==> config.mk <==
export PLATFORM = sky130hd
export DESIGN_NAME = periodic_timer_scheduler
export DESIGN_NICKNAME = d
export VERILOG_FILES = /design/src/hw/rtl/pts_pkg.sv /design/src/hw/rtl/periodic_timer_scheduler.sv
export SDC_FILE = /design/constraint.sdc
export NUM_CORES = 2
export LEC_CHECK = 0
export BUFFER_PORTS_ARGS = -buffer_cell sky130_fd_sc_hd__buf_2
export CAP_MARGIN = 20
export CORE_MARGIN = 10
export CORE_UTILIZATION = 40
export DETAILED_ROUTE_END_ITERATION = 8
export PLACE_DENSITY = 0.62
export SYNTH_ARGS = -nofsm -noshare
export SYNTH_HDL_FRONTEND = slang
export SYNTH_SLANG_ARGS = --single-unit
==> constraint.sdc <==
create_clock -name clock -period 8.46 [get_ports clock]
set_input_delay 0.846 -clock clock [delete_from_list [all_inputs] [get_ports clock]]
set_output_delay 0.846 -clock clock [all_outputs]
set_load 0.02 [all_outputs]
==> src/hw/rtl/pts_pkg.sv <==
// ----------------------------------------------------------------------------
// pts_pkg: shared types and constants of the periodic timer scheduler
// Opcodes, status codes, payload structs and sequencer states.
// ----------------------------------------------------------------------------
package pts_pkg;

   localparam int MAX_TIMERS_DEF = 16;
   localparam int ID_BITS_DEF    = 8;
   localparam int TIME_BITS_DEF  = 32;

   localparam logic [2:0] OP_ADD     = 3'd0;
   localparam logic [2:0] OP_REMOVE  = 3'd1;
   localparam logic [2:0] OP_RUN     = 3'd2;
   localparam logic [2:0] OP_UPDATE  = 3'd3;
   localparam logic [2:0] OP_SERVICE = 3'd4;
   localparam logic [2:0] OP_QUERY   = 3'd5;
   localparam logic [2:0] OP_CLEAR   = 3'd6;
   localparam logic [2:0] OP_UNUSED  = 3'd7;

   localparam logic [2:0] ST_OK       = 3'd0;
   localparam logic [2:0] ST_BAD_PER  = 3'd1;
   localparam logic [2:0] ST_DUP      = 3'd2;
   localparam logic [2:0] ST_NOTFOUND = 3'd3;
   localparam logic [2:0] ST_FULL     = 3'd4;

   typedef struct packed {
      logic [2:0]  opcode;
      logic [7:0]  timer_id;
      logic [31:0] period;
      logic [31:0] first_delay;
      logic        restart;
      logic [31:0] now_time;
   } req_type;

   typedef struct packed {
      logic        kind;
      logic [7:0]  fired_id;
      logic [31:0] fire_time;
      logic [2:0]  status;
      logic        is_registered;
      logic [4:0]  active_count;
      logic        due_pending;
      logic [4:0]  fired_count;
      logic        last;
   } rsp_type;

   typedef enum logic [3:0] {
      S_IDLE,
      S_FIND,
      S_DECIDE,
      S_TAKE,
      S_INS_SCAN,
      S_INS_SHIFT,
      S_SVC_CHECK,
      S_FIRE_OUT,
      S_STAT_FIND,
      S_STAT_OUT
   } state_type;

endpackage

==> src/hw/rtl/periodic_timer_scheduler.sv <==
// ----------------------------------------------------------------------------
// periodic_timer_scheduler: sorted queue of periodic timers
// A table sorted by next fire time (ties by lower id) is walked one entry a
// cycle by a single compare unit under a small sequencer.
// ----------------------------------------------------------------------------
//  channel | direction | handshake        | payload
//  req_    | in        | req_valid/stall  | req_type (opcode, id, times)
//  rsp_    | out       | rsp_valid/stall  | rsp_type (fire and status records)
//
// Every table walk moves one entry a cycle; add, remove, run now, update and
// query use the walks they need (search, take-out, ordered insert, status
// search). Service takes out, fires and reinserts each due timer and stops
// after MAX_TIMERS fires.
// Reset clears the count and the sequencer; the table contents are undefined.
// A stalled response holds the sequencer in place until its transfer.
// ----------------------------------------------------------------------------
module periodic_timer_scheduler
   import pts_pkg::*;
#(
   parameter int MAX_TIMERS = MAX_TIMERS_DEF,
   parameter int ID_BITS    = ID_BITS_DEF,
   parameter int TIME_BITS  = TIME_BITS_DEF
) (
   input  logic    clock,
   input  logic    reset,
   input  logic    req_valid,
   output logic    req_stall,
   input  req_type req_data,
   output logic    rsp_valid,
   input  logic    rsp_stall,
   output rsp_type rsp_data
);

   localparam int IDX_BITS = $clog2(MAX_TIMERS);
   localparam int CNT_BITS = $clog2(MAX_TIMERS + 1);
   localparam int FC_BITS  = $clog2(MAX_TIMERS + 1);
   // Periods arrive as 32-bit values and are kept whole, so the adder is at
   // least that wide and saturates against the largest time value.
   localparam int OPW = (TIME_BITS > 32) ? TIME_BITS : 32;
   localparam logic [TIME_BITS-1:0] TMAX = {TIME_BITS{1'b1}};
   localparam logic [OPW:0] SAT_LIM = {{(OPW + 1 - TIME_BITS){1'b0}}, TMAX};

   // Table storage; only the first count_ff entries are meaningful.
   logic [ID_BITS-1:0]   tab_id   [MAX_TIMERS];
   logic [OPW-1:0]       tab_per  [MAX_TIMERS];
   logic [TIME_BITS-1:0] tab_next [MAX_TIMERS];

   state_type state_ff, state_in;
   logic [CNT_BITS-1:0]  count_ff, count_in;
   logic [CNT_BITS-1:0]  ptr_ff, ptr_in;       // walking position
   logic [CNT_BITS-1:0]  pos_ff, pos_in;       // found or insert position
   logic                 found_ff, found_in;
   logic [FC_BITS-1:0]   fired_ff, fired_in;
   logic [2:0]           status_ff, status_in;
   logic [2:0]           op_ff;
   logic [ID_BITS-1:0]   id_ff;                // id of the request
   logic [31:0]          per_in_ff, fd_ff;
   logic                 rst_ff;
   logic [TIME_BITS-1:0] now_ff;
   // The entry that is on its way back into the table.
   logic [ID_BITS-1:0]   ins_id_ff, ins_id_in;
   logic [OPW-1:0]       ins_per_ff, ins_per_in;
   logic [TIME_BITS-1:0] ins_next_ff, ins_next_in;
   logic                 after_ins_svc_ff, after_ins_svc_in;
   rsp_type              rsp_ff, rsp_in;
   logic                 rsp_valid_ff, rsp_valid_in;

   // Shared saturating adder: now plus operand.
   logic [OPW-1:0]       add_b;
   logic [OPW:0]         add_sum;
   logic [TIME_BITS-1:0] add_sat;
   assign add_sum = {1'b0, OPW'(now_ff)} + {1'b0, add_b};
   assign add_sat = (add_sum > SAT_LIM) ? TMAX : add_sum[TIME_BITS-1:0];

   logic [IDX_BITS-1:0] pidx, pidx_m1;
   assign pidx    = ptr_ff[IDX_BITS-1:0];
   assign pidx_m1 = IDX_BITS'(ptr_ff - CNT_BITS'(1));

   logic [OPW-1:0] per_w, fd_w;
   assign per_w = OPW'(per_in_ff);
   assign fd_w  = OPW'(fd_ff);

   logic accept;
   assign req_stall = (state_ff != S_IDLE);
   assign accept    = req_valid && !req_stall;
   assign rsp_valid = rsp_valid_ff;
   assign rsp_data  = rsp_ff;

   always_ff @(posedge clock) begin
      if (accept) begin
         op_ff     <= req_data.opcode;
         id_ff     <= ID_BITS'(req_data.timer_id);
         per_in_ff <= req_data.period;
         fd_ff     <= req_data.first_delay;
         rst_ff    <= req_data.restart;
         now_ff    <= TIME_BITS'(req_data.now_time);
      end
   end

   // Next state.
   always_comb begin
      state_in = state_ff;
      case (state_ff)
         S_IDLE:      if (accept) state_in = S_FIND;
         S_FIND:      if (ptr_ff >= count_ff || tab_id[pidx] == id_ff) state_in = S_DECIDE;
         S_DECIDE:    state_in = S_STAT_FIND;
         S_TAKE:      if (ptr_ff + CNT_BITS'(1) >= count_ff) state_in = S_INS_SCAN;
         S_INS_SCAN:  if (ptr_ff >= count_ff || ins_next_ff < tab_next[pidx] ||
                         (ins_next_ff == tab_next[pidx] && ins_id_ff < tab_id[pidx]))
                         state_in = S_INS_SHIFT;
         S_INS_SHIFT: if (ptr_ff == pos_ff) state_in = after_ins_svc_ff ? S_SVC_CHECK
                                                                       : S_STAT_FIND;
         S_SVC_CHECK: state_in = S_STAT_FIND;
         S_FIRE_OUT:  if (!rsp_valid_ff || !rsp_stall) state_in = S_TAKE;
         S_STAT_FIND: if (ptr_ff >= count_ff || tab_id[pidx] == id_ff) state_in = S_STAT_OUT;
         S_STAT_OUT:  if (!rsp_valid_ff || !rsp_stall) state_in = S_IDLE;
         default:     state_in = S_IDLE;
      endcase
      // Decisions that branch elsewhere are refined below.
      if (state_ff == S_DECIDE) begin
         case (op_ff)
            OP_ADD:
               if (per_in_ff != 32'd0 && !found_ff && count_ff < CNT_BITS'(MAX_TIMERS))
                  state_in = fd_ff[31] ? S_FIRE_OUT : S_INS_SCAN;
            OP_REMOVE:  if (found_ff) state_in = S_TAKE;
            OP_RUN:     if (found_ff) state_in = S_FIRE_OUT;
            OP_UPDATE:  if (per_in_ff != 32'd0 && found_ff) state_in = S_TAKE;
            OP_SERVICE: state_in = S_SVC_CHECK;
            default:    state_in = S_STAT_FIND;
         endcase
      end
      if (state_ff == S_SVC_CHECK && fired_ff < FC_BITS'(MAX_TIMERS) &&
          count_ff != '0 && tab_next[0] <= now_ff)
         state_in = S_FIRE_OUT;
      if (state_ff == S_TAKE && ptr_ff + CNT_BITS'(1) >= count_ff && op_ff == OP_REMOVE)
         state_in = S_STAT_FIND;
      if (state_ff == S_FIRE_OUT && op_ff == OP_ADD && (!rsp_valid_ff || !rsp_stall))
         state_in = S_INS_SCAN;
   end

   // Datapath controls.
   always_comb begin
      count_in         = count_ff;
      ptr_in           = ptr_ff;
      pos_in           = pos_ff;
      found_in         = found_ff;
      fired_in         = fired_ff;
      status_in        = status_ff;
      ins_id_in        = ins_id_ff;
      ins_per_in       = ins_per_ff;
      ins_next_in      = ins_next_ff;
      after_ins_svc_in = after_ins_svc_ff;
      rsp_in           = rsp_ff;
      rsp_valid_in     = rsp_valid_ff && rsp_stall;
      add_b            = per_w;
      case (state_ff)
         S_IDLE: begin
            ptr_in = '0; found_in = 1'b0; fired_in = '0; status_in = ST_OK;
            after_ins_svc_in = 1'b0;
         end
         S_FIND: begin
            if (ptr_ff < count_ff && tab_id[pidx] == id_ff) begin
               found_in = 1'b1; pos_in = ptr_ff;
            end else if (ptr_ff < count_ff) begin
               ptr_in = ptr_ff + CNT_BITS'(1);
            end
         end
         S_DECIDE: begin
            ptr_in = pos_ff;
            ins_id_in = id_ff;
            ins_per_in = per_w;
            case (op_ff)
               OP_ADD: begin
                  add_b = fd_ff[31] ? per_w : fd_w;
                  ins_next_in = add_sat;
                  ptr_in = '0;
                  if (per_in_ff == 32'd0) status_in = ST_BAD_PER;
                  else if (found_ff) status_in = ST_DUP;
                  else if (count_ff >= CNT_BITS'(MAX_TIMERS)) status_in = ST_FULL;
               end
               OP_REMOVE: if (!found_ff) status_in = ST_NOTFOUND;
               OP_RUN: begin
                  if (!found_ff) status_in = ST_NOTFOUND;
                  ins_per_in = tab_per[pos_ff[IDX_BITS-1:0]];
                  add_b = tab_per[pos_ff[IDX_BITS-1:0]];
                  ins_next_in = add_sat;
               end
               OP_UPDATE: begin
                  if (per_in_ff == 32'd0) status_in = ST_BAD_PER;
                  else if (!found_ff) status_in = ST_NOTFOUND;
                  ins_next_in = rst_ff ? add_sat : tab_next[pos_ff[IDX_BITS-1:0]];
               end
               OP_CLEAR: count_in = '0;
               default: ;
            endcase
            if (op_ff == OP_SERVICE || op_ff == OP_CLEAR || op_ff == OP_QUERY ||
                op_ff == OP_UNUSED)
               ptr_in = '0;
         end
         S_TAKE: begin
            if (ptr_ff + CNT_BITS'(1) >= count_ff) begin
               count_in = count_ff - CNT_BITS'(1);
               ptr_in = '0;
            end else begin
               ptr_in = ptr_ff + CNT_BITS'(1);
            end
         end
         S_INS_SCAN: begin
            if (ptr_ff >= count_ff || ins_next_ff < tab_next[pidx] ||
                (ins_next_ff == tab_next[pidx] && ins_id_ff < tab_id[pidx])) begin
               pos_in = ptr_ff;
               ptr_in = count_ff;
            end else begin
               ptr_in = ptr_ff + CNT_BITS'(1);
            end
         end
         S_INS_SHIFT: begin
            if (ptr_ff == pos_ff) begin
               count_in = count_ff + CNT_BITS'(1);
               ptr_in = '0;
            end else begin
               ptr_in = ptr_ff - CNT_BITS'(1);
            end
         end
         S_SVC_CHECK: begin
            ptr_in = '0;
            ins_id_in = tab_id[0];
            ins_per_in = tab_per[0];
            add_b = tab_per[0];
            ins_next_in = add_sat;
            pos_in = '0;
            after_ins_svc_in = 1'b1;
         end
         S_FIRE_OUT: begin
            if (!rsp_valid_ff || !rsp_stall) begin
               rsp_valid_in = 1'b1;
               rsp_in = '0;
               rsp_in.fired_id = 8'(ins_id_ff);
               rsp_in.fire_time = 32'(now_ff);
               rsp_in.is_registered = 1'b1;
               fired_in = fired_ff + FC_BITS'(1);
               ptr_in = (op_ff == OP_ADD) ? '0 : pos_ff;
            end
         end
         S_STAT_FIND: begin
            if (ptr_ff < count_ff && tab_id[pidx] != id_ff)
               ptr_in = ptr_ff + CNT_BITS'(1);
         end
         S_STAT_OUT: begin
            if (!rsp_valid_ff || !rsp_stall) begin
               rsp_valid_in = 1'b1;
               rsp_in.kind = 1'b1;
               rsp_in.fired_id = 8'(id_ff);
               rsp_in.fire_time = '0;
               rsp_in.status = status_ff;
               rsp_in.is_registered = (ptr_ff < count_ff);
               rsp_in.active_count = 5'(count_ff);
               rsp_in.due_pending = (count_ff != '0) && (tab_next[0] <= now_ff);
               rsp_in.fired_count = 5'(fired_ff);
               rsp_in.last = 1'b1;
            end
         end
         default: ;
      endcase
   end

   // Table moves: shift down on take-out, shift up then write on insert.
   always_ff @(posedge clock) begin
      if (state_ff == S_TAKE && ptr_ff + CNT_BITS'(1) < count_ff) begin
         tab_id[pidx]   <= tab_id[IDX_BITS'(ptr_ff + CNT_BITS'(1))];
         tab_per[pidx]  <= tab_per[IDX_BITS'(ptr_ff + CNT_BITS'(1))];
         tab_next[pidx] <= tab_next[IDX_BITS'(ptr_ff + CNT_BITS'(1))];
      end else if (state_ff == S_INS_SHIFT) begin
         if (ptr_ff == pos_ff) begin
            tab_id[pidx]   <= ins_id_ff;
            tab_per[pidx]  <= ins_per_ff;
            tab_next[pidx] <= ins_next_ff;
         end else begin
            tab_id[pidx]   <= tab_id[pidx_m1];
            tab_per[pidx]  <= tab_per[pidx_m1];
            tab_next[pidx] <= tab_next[pidx_m1];
         end
      end
   end

   always_ff @(posedge clock) begin
      if (reset) begin
         state_ff     <= S_IDLE;
         count_ff     <= '0;
         rsp_valid_ff <= 1'b0;
      end else begin
         state_ff     <= state_in;
         count_ff     <= count_in;
         rsp_valid_ff <= rsp_valid_in;
      end
      ptr_ff           <= ptr_in;
      pos_ff           <= pos_in;
      found_ff         <= found_in;
      fired_ff         <= fired_in;
      status_ff        <= status_in;
      ins_id_ff        <= ins_id_in;
      ins_per_ff       <= ins_per_in;
      ins_next_ff      <= ins_next_in;
      after_ins_svc_ff <= after_ins_svc_in;
      rsp_ff           <= rsp_in;
   end

`ifndef SYNTHESIS
   a_count_range: assert property (@(posedge clock) disable iff (reset)
      count_ff <= CNT_BITS'(MAX_TIMERS))
      else $error("timer count beyond table size");
   a_busy_no_accept: assert property (@(posedge clock) disable iff (reset)
      (state_ff != S_IDLE) |-> req_stall)
      else $error("request taken while busy");
   a_fire_cap: assert property (@(posedge clock) disable iff (reset)
      fired_ff <= FC_BITS'(MAX_TIMERS))
      else $error("fire count beyond cap");
`endif

endmodule
==> summary.txt <==
Status
  • Outcome: completed

Floorplan
  • Core area: between 0.2 and 0.25 sq mm
  • Height of the die: ~470 um
  • Die X-Extent: approximately 470 um
  • Row count: approximately 170
  • Area enclosed by the die boundary: 0.221 sq mm
  • Boundary pin count: roughly 170
  • Initial core utilization: about two fifths

Placement
  • Routability Congestion: between 0.8 and 0.9
  • Placed cell count: a little over 7000
  • HPWL Detailed: around 160000 um
  • Buffers added on ports: 170

Synth
  • Primary flip-flop cell chosen by synthesis mapping: sky130_fd_sc_hd__edfxtp_1
  • Warning count from the yosys run: 0
  • Post-synth top area share: between 50% and 60%
  • Commonest cells in the synthesized netlist: sky130_fd_sc_hd__edfxtp_1, sky130_fd_sc_hd__mux4_2, sky130_fd_sc_hd__nand2_1
  • Post-Synthesis Mean Instance Area: roughly 18 sq um
  • Leading post-synthesis cells by cell area: sky130_fd_sc_hd__edfxtp_1, sky130_fd_sc_hd__mux4_2, sky130_fd_sc_hd__ha_1
  • Post-synthesis cell area: 0.0810 sq mm
  • Number of enable-type register cells in the synthesized netlist: approximately 1400
  • Flip-flop and latch count after synthesis: 1426
  • Post-synthesis cell count: around 4600
  • Synth async-reset ratio: 0%
  • Number of unique standard cell types used by synthesis: 76
  • Syn nets: about 4800
  • Leading cell type by number of instances after synthesis: sky130_fd_sc_hd__edfxtp_1
  • Cell type with the largest total area after synthesis: sky130_fd_sc_hd__edfxtp_1
  • Share of the yosys chip area belonging to registers: 52.7%

STA
  • Worst rel slew slack: between 20% and 30%
  • Highest attainable clock frequency: ~160 MHz
  • Worst Tran Pin Value: 1170 ps
  • Maximum clock skew at final layout: 34.2 ps
  • Final number of max-transition violations: 0
  • Setup Total Neg Slack: 0 ps
  • Setup repair after global routing missed its margin: no
  • Crit share post-route: around three quarters
  • Final Critical Period: 6300 ps
  • Final-report hold violation count: 0
  • Setup-violating endpoint count in the final report: 0

Clock network
  • H-Tree Level Count: 4
  • Clock insertion delay at the later pin of the skew report: ~800 ps
  • Clock transition time at the flip-flop clock pins of the worst setup and hold paths: around 60 ps
  • TritonCTS clock tree: built
  • CTS Hold Buffers Added: 0
  • CTS Buffer Depth: 3
  • CTS Root Cell: sky130_fd_sc_hd__clkbuf_16
  • Post-CTS Repair Setup Buffers: 0
  • TritonCTS Buffers: approximately 160
  • Clock sink total: approximately 1400
  • Count of cells resized by post-cts repair: 0

Worst setup path
  • Worst endpoint required time: about 9000 ps
  • Startpoint Class: register
  • Peak fanout along the critical path: 31
  • Worst setup EP type: register
  • Type of the worst setup path: reg -> reg
  • Signal arrival time at the worst endpoint: just under 7000 ps

Route
  • Remaining design rule violation count: 0
  • Number of routed nets with antenna violations: 0
  • First-pass iteration count of the detailed router: 6
  • Via total after detailed routing: around 51000
  • Post-detailed-route via-to-cell ratio: a little under 7
  • Initial DRC count: between 7000 and 8000
  • Final wirelength: about 270000 um
  • WL/cell: ~36 um

Finish
  • Layout area overhead: 12.5%
  • Final Non-Filler Cells: roughly 7500
  • Number of nets in the layout: a little under 5000
  • Ratio of cells with drive above 1 in the final layout: a little under two fifths

Global routing
  • Pin count of the biggest net entering global routing: 120
  • Residual overflow from global routing: 0
  • Initial antenna violation count: 13
  • Vias in the first global route: slightly above 50000
  • Global-route wire length before repair: approximately 380000 um
  • Tot GR Track Use: 23.8%

Min path
  • Min-delay worst type: in -> reg

Pwr
  • Peak supply drop: about 370 uV
  • Power density over the cells: about 360 mW/mm^2
  • Reported leakage power: ~29 nW

Flow run
  • Max-capacitance violation count: 0
[cell usage in the layout, fill, tap and decap left out, drive strengths merged, types with 12 or more instances in the layout]
master	Yosys	layout
mux2	13	13
xnor2	35	35
dfxtp	18	18
o211ai	54	54
nor3	29	29
clkinv	2	72
bufinv	0	25
nand3	55	55
o21ai	155	155
edfxtp	1408	1408
nand2	381	381
nand4	23	23
nand2b	15	15
nor2b	12	12
buf	123	327
a21o	21	21
xor2	23	23
nor2	155	155
a21oi	73	73
a22oi	20	20
inv	95	104
mux4	1197	1197
a31oi	30	30
mux2i	105	105
ha	122	122
and3	16	16
clkbuf	254	189
nor4	12	12
o22a	31	31
o221ai	38	38
[sequential cells by signal, summed over array words and instances, names as in the netlist, 8 cells and up, named ones only]
signal       cells
tab_id         128
tab_next       512
rsp_data        56
ins_id_ff        8
id_ff            8
now_ff          32
fd_ff           32
per_in_ff       32
tab_per        512
ins_per_ff      32
ins_next_ff     32
[critical path: stages, from the launching register on]
cell and delay (ps):
sky130_fd_sc_hd__edfxtp_1 570, sky130_fd_sc_hd__or2_2 410, sky130_fd_sc_hd__or3_2 870, sky130_fd_sc_hd__o221ai_1 330, sky130_fd_sc_hd__o211ai_1 220, sky130_fd_sc_hd__ha_1 290
sky130_fd_sc_hd__fa_1 430, sky130_fd_sc_hd__a21o_1 210, sky130_fd_sc_hd__a221oi_1 490, sky130_fd_sc_hd__o221ai_1 390, sky130_fd_sc_hd__a211oi_1 390, sky130_fd_sc_hd__o21ai_1 150
sky130_fd_sc_hd__nand3_1 120, sky130_fd_sc_hd__nand2_1 60, sky130_fd_sc_hd__a221o_2 740, sky130_fd_sc_hd__o22a_1 350
[stage by stage]
stage	utilization (%)	hold slack, ps	power [mW]	setup slack [ps]	area [sq um]
floorplan	-	510	20.6	1520	81000
global placement	42.3	578	25.1	2220	85300
detailed placement	42.3	584	25.3	2200	85400
CTS	45.1	143	32.7	2190	91000
global route	45.1	162	34.1	1780	91000
finish	45.1	196	32.7	2160	91100
[cells by family after synthesis]
logic type | count (synthesis) | synth area share [%]
adders and majority gates | 124 | 1.93
xor gates and xnor gates | 58 | 0.627
buffers and inverters | 474 | 2.26
AOI/OAI and AO/OA | 475 | 3.85
and+or+nand+nor | 725 | 3.86
muxes | 1315 | 34.8
DFF | 1426 | 52.7
[per-layer routing]
metal	vias up	GRT usage, %	wire [um]
met4	14	11.1	13900
li1	20000	-	-
met2	3899	35.9	122000
met5	-	0	94
met3	635	7.35	34400
met1	26900	31.4	98200
[area by class of cell]
cell class                      instances  area (sq um)
Antenna cell                            6          15.0
Clock buffer                          188          4230
Clock inverter                        114          1370
Fill cell                           17000        111000
Inverter                               97           382
Multi-Input combinational cell       2697         36800
Sequential cell                      1426         42700
Tap cell                             2672          3340
Timing Repair Buffer                  328          2290
[power breakdown]
| part | internal [mW] | switching, mW | total (mW) |
|---|---|---|---|
| sequential | 10.1 | 0.660 | 10.7 |
| clock | 4.37 | 3.07 | 7.44 |
| combinational | 6.28 | 8.29 | 14.6 |
[final timing paths]
path / to / startpoint / slack [ps] / depth (start not counted)
max: ins_next_ff[1] / op_ff[0] / 2160 / 15
min: per_in_ff[29] / req_data[94] / 200 / 1
max reg2reg: ins_next_ff[1] / op_ff[0] / 2160 / 15
min reg2reg: count_ff[3] / count_ff[3] / 590 / 2
Power figures use the tool's default switching activity.
